===== config.mk =====
export PLATFORM = sky130hd
export DESIGN_NAME = tte_front
export DESIGN_NICKNAME = d
export VERILOG_FILES = /design/src/rtl/core/tte_pkg.sv /design/src/rtl/core/tte_front.sv
export SDC_FILE = /design/constraint.sdc
export NUM_CORES = 1
export LEC_CHECK = 0
export BUFFER_PORTS_ARGS = -buffer_cell sky130_fd_sc_hd__buf_2
export CAP_MARGIN = 30
export CORE_UTILIZATION = 53
export CTS_CLUSTER_SIZE = 16
export DETAILED_ROUTE_END_ITERATION = 10
export GPL_ROUTABILITY_DRIVEN = 1
export PLACE_DENSITY = 0.83
export RECOVER_POWER = 100
export SYNTH_ARGS = -nofsm -noshare
export SYNTH_HDL_FRONTEND = slang
export SYNTH_SLANG_ARGS = --single-unit

===== constraint.sdc =====
create_clock -name clk -period 5.3 [get_ports clk]
set_input_delay 0.795 -clock clk [delete_from_list [all_inputs] [get_ports clk]]
set_output_delay 0.795 -clock clk [all_outputs]
set_load 0.02 [all_outputs]

===== src/rtl/core/tte_pkg.sv =====
// ----------------------------------------------------------------------------
// tte_pkg: shared types and constants for the timer table engine
// Command and status codes, field widths and the queue entry between front and back.
// ----------------------------------------------------------------------------
package tte_pkg;
	localparam int SLOTS     = 16;
	localparam int SLOT_W    = 4;
	localparam int TIME_W    = 48;
	localparam int PERIOD_W  = 32;
	localparam int CMD_W     = 3;
	localparam int ST_W      = 3;
	localparam int IN_DATA_W = 96;
	localparam int OUT_DATA_W = 56;

	localparam logic [CMD_W-1:0] CMD_ADD     = 3'd0;
	localparam logic [CMD_W-1:0] CMD_CANCEL  = 3'd1;
	localparam logic [CMD_W-1:0] CMD_REFRESH = 3'd2;
	localparam logic [CMD_W-1:0] CMD_RESET   = 3'd3;
	localparam logic [CMD_W-1:0] CMD_NEXT    = 3'd4;
	localparam logic [CMD_W-1:0] CMD_EXPIRE  = 3'd5;

	localparam logic [ST_W-1:0] ST_OK        = 3'd0;
	localparam logic [ST_W-1:0] ST_INACTIVE  = 3'd1;
	localparam logic [ST_W-1:0] ST_FULL      = 3'd2;
	localparam logic [ST_W-1:0] ST_UNCHANGED = 3'd3;
	localparam logic [ST_W-1:0] ST_NO_TIMER  = 3'd4;

	typedef struct packed {
		logic [CMD_W-1:0]    command;
		logic [SLOT_W-1:0]   slot;
		logic                recurring;
		logic [PERIOD_W-1:0] period;
		logic                base_now;
		logic [TIME_W-1:0]   now;
	} cmd_t;

	typedef struct packed {
		logic [ST_W-1:0]   status;
		logic [SLOT_W-1:0] slot_out;
		logic [TIME_W-1:0] remaining;
		logic              was_recurring;
		logic              front_notice;
		logic              last;
	} res_t;
endpackage


===== src/rtl/core/tte_front.sv =====
// ----------------------------------------------------------------------------
// tte_front: command intake
// Registers incoming commands into a two-entry queue toward the back end.
// ----------------------------------------------------------------------------
module tte_front (
	input  logic              clk,
	input  logic              arst_n,
	input  logic              in_valid,
	output logic              in_ready,
	input  tte_pkg::cmd_t     in_cmd,
	output logic              q_valid,
	input  logic              q_pop,
	output tte_pkg::cmd_t     q_cmd
);
	tte_pkg::cmd_t ent_q [2];
	logic [1:0] cnt_q;
	logic       rd_q, wr_q;
	logic       push;

	assign in_ready = (cnt_q != 2'd2);
	assign push     = in_valid && in_ready;
	assign q_valid  = (cnt_q != 2'd0);
	assign q_cmd    = ent_q[rd_q];

	always_ff @(posedge clk or negedge arst_n) begin
		if (!arst_n) begin
			cnt_q <= 2'd0;
			rd_q  <= 1'b0;
			wr_q  <= 1'b0;
		end else begin
			if (push)
				wr_q <= ~wr_q;
			if (q_pop)
				rd_q <= ~rd_q;
			cnt_q <= cnt_q + {1'b0, push} - {1'b0, q_pop};
		end
	end

	always_ff @(posedge clk) begin
		if (push)
			ent_q[wr_q] <= in_cmd;
	end

	property p_no_pop_empty;
		@(posedge clk) disable iff (!arst_n) q_pop |-> q_valid;
	endproperty
	a_no_pop_empty: assert property (p_no_pop_empty) else $error("pop from empty queue");
	a_cnt_range: assert property (@(posedge clk) disable iff (!arst_n) cnt_q != 2'd3)
		else $error("queue count overflow");
	a_push_full: assert property (@(posedge clk) disable iff (!arst_n)
		(cnt_q == 2'd2 && !q_pop) |=> cnt_q == 2'd2) else $error("queue lost entry");
endmodule


==> impl_metrics.ini <==
[layout]
nNetsFinal = 585
drive_gt1_frac = 0.339
post-route-util = 0.642
syn_to_final_growth_pct = 16.4
fill_cells = 981
antenna_cells = 0
design_area_sq_mm = 0.00823
fin_cells = 676

[synth]
seq_area_frac_synth = 0.770
yosys_register_bits = 182
ys_warn_count = 0
syn_inst = 294
netlist_area_sq_mm = 0.00707
ys_types = 16
avgSynthCellArea_sq_um = 24.1
synth_fp_nets = 388

[clock_tree]
clock-sinks = 182
post_cts_buffers = 0
tritoncts = done
h-tree-depth = 4
cts_resized = 0
ctsHoldBuffers = 0
insertion_delay_ns = 0.42
clk_path_buf_depth = 2
root_buffer = clkbuf_16
cts-buffers-inserted = 17
clk_pin_slew_ns = 0.06

[pwr]
power_frac_comb = 0.294
p_leak_nw = 2.98
pwr-share-seq = 0.454
p_switching_w = 0.00153
power.density_mw_per_mm2 = 571
ir_worst_vdd_mv = 0.348
p_sw_frac = 0.326
clkPwrFrac = 0.252
power.internal_w = 0.00317

[placed_design]
placed_area_sq_mm = 0.00809
io_buffers = 183
gp_congestion = 0.720
hpwl_um = 7630
placed_cells = 644

[floorplan]
pin_count = 184
start_util = 0.552
die_x_um = 118
rows = 41
die_y_um = 118
core_area_sq_mm = 0.0128
die_area_sq_mm = 0.0138

[worst_setup_path]
cp.arrival_ns = 3.87
critPathMaxFanout = 59
crit_required_ns = 5.34
start_kind = flop
end_kind = flop
crit_type = reg -> reg

[grt]
grt_antenna_before_repair = 0
grt_max_degree = 60
grt_pass1_vias = 3486
grt_usage = 0.169
grt_pass1_wl_um = 17400
overflow = 0

[status]
violations = max-capacitance violations, max-slew violations
status = finished, violations left

[detailed_routing]
wirelength_met1_um = 4610
vias_per_cell = 4.97
route.antenna.remaining_nets = 0
top_layer_used = met4
drt-initial-drc-count = 211
route.met2.wl_um = 5760
wl_per_cell_um = 17.0
drc_errors = 0
drt_pass1_iterations = 5
num_vias = 3357
finalWirelength_um = 11500
met3_length_um = 857

[sta]
setup_violations = 0
drv_slew = 86
worst_slew_pin_slew_ns = 2.70
fin_setup_tns_ns = 0
relSlewSlack = -0.800
hold_viol = 0
finClkSkew_ns = 0.0119
fmax_mhz = 261
post-route-period-util = 0.723
fin_crit_ns = 3.83
rsz0062_at_grt = false
hold_ws_ns = 0.199

[hold_path]
hp-class = in -> async

[flow_run]
drv_cap = 2
worst paths after layout:
check	from	end	slack, ns	cells past startpoint
worst max-delay path	cnt_q[1]$_DFF_PN0_	ent_q[1][4]$_DFFE_PP_	1.47	3
worst min-delay path	arst_n	rd_q$_DFFE_PN0P_	0.20	1
worst max register to register	cnt_q[1]$_DFF_PN0_	ent_q[1][4]$_DFFE_PP_	1.47	3
worst min register to register	wr_q$_DFFE_PN0P_	wr_q$_DFFE_PN0P_	0.50	1
max in group asynchronous	arst_n	rd_q$_DFFE_PN0P_	4.88	1
min in group clk	wr_q$_DFFE_PN0P_	wr_q$_DFFE_PN0P_	0.50	1
metal layers:
| layer | track usage | vias to the layer above |
|---|---|---|
| met5 | 0 | - |
| met4 | 0.0849 | 0 |
| met3 | 0.0596 | 20 |
| met2 | 0.286 | 152 |
| met1 | 0.191 | 1626 |
| li1 | - | 1559 |
power by group through the flow:
stage	registers [W]	clock network [W]	logic, W
after floorplan	0.00209	0	0.00147
after global placement	0.00218	0	0.00168
after detailed placement	0.00220	0	0.00171
after CTS	0.00217	0.00121	0.00172
after global routing	0.00217	0.00126	0.00147
final	0.00213	0.00118	0.00138
worst max-delay path, stage by stage (launching register included):
cell	delay, ns
dfrtp_1	0.41
nand2b_1	0.12
and3_1	2.02
clkbuf_2	0.88
stage by stage:
stage                     power (W)  setup slack [ns]
after global routing        0.00489              1.05
after global placement      0.00386              2.44
after CTS                   0.00510              1.94
after detailed placement    0.00391              2.41
final                       0.00470              1.47
after floorplan             0.00356             0.147
cells in the final DEF, fill, tap and decap left out:
master,count
clkbuf_1,49
clkbuf_16,17
nand2_1,1
buf_12,1
xnor2_1,3
nor3b_1,1
clkbuf_2,1
edfxtp_1,178
buf_2,137
nor2_1,1
dfrtp_4,1
clkinv_4,2
a21oi_2,1
and3_1,1
mux2_1,87
inv_6,1
xor2_1,1
clkinv_1,3
buf_1,2
bufinv_16,2
a21bo_1,1
mux2_4,2
dfrtp_1,3
clkinv_2,1
nand2b_1,1
or2_2,1
ha_1,1
clkinvlp_4,4
cell usage after synthesis (all sizes together):
library cell | number | area share
xnor2 | 3 | 0.0037
dfrtp | 4 | 0.014
xor2 | 1 | 0.0012
a21oi | 1 | 0.0012
nor3b | 1 | 0.0011
ha | 1 | 0.0018
buf | 10 | 0.027
edfxtp | 178 | 0.76
nand2 | 1 | 0.00053
and3 | 1 | 0.00089
a21bo | 1 | 0.0014
or2 | 1 | 0.00089
mux2 | 89 | 0.19
nor2 | 1 | 0.00053
nand2b | 1 | 0.00089
registers in the layout (all words and copies together) (netlist names):
register and flops:
wr_q 1, ent_q 178, cnt_q 2, rd_q 1
logic make-up (layout without fill, tap and decap cells):
logic type | count (synthesis) | in the layout | share of synthesized area
DFF | 182 | 182 | 0.770
muxes | 89 | 89 | 0.189
buffers and inverters | 10 | 220 | 0.0271
and+or+nand+nor | 6 | 6 | 0.00478
xor gates and xnor gates | 4 | 4 | 0.00495
AOI/OAI and AO/OA | 2 | 2 | 0.00265
adders and majority gates | 1 | 1 | 0.00177
final cells by class:
class	count	area, sq um	area share
Sequential cell	182	5450	0.662
Multi-Input combinational cell	102	1110	0.135
Timing Repair Buffer	188	895	0.109
Clock buffer	19	433	0.0526
Tap cell	172	215	0.0261
Clock inverter	13	133	0.0161
Note: power is estimated with default switching activity, not from simulation.
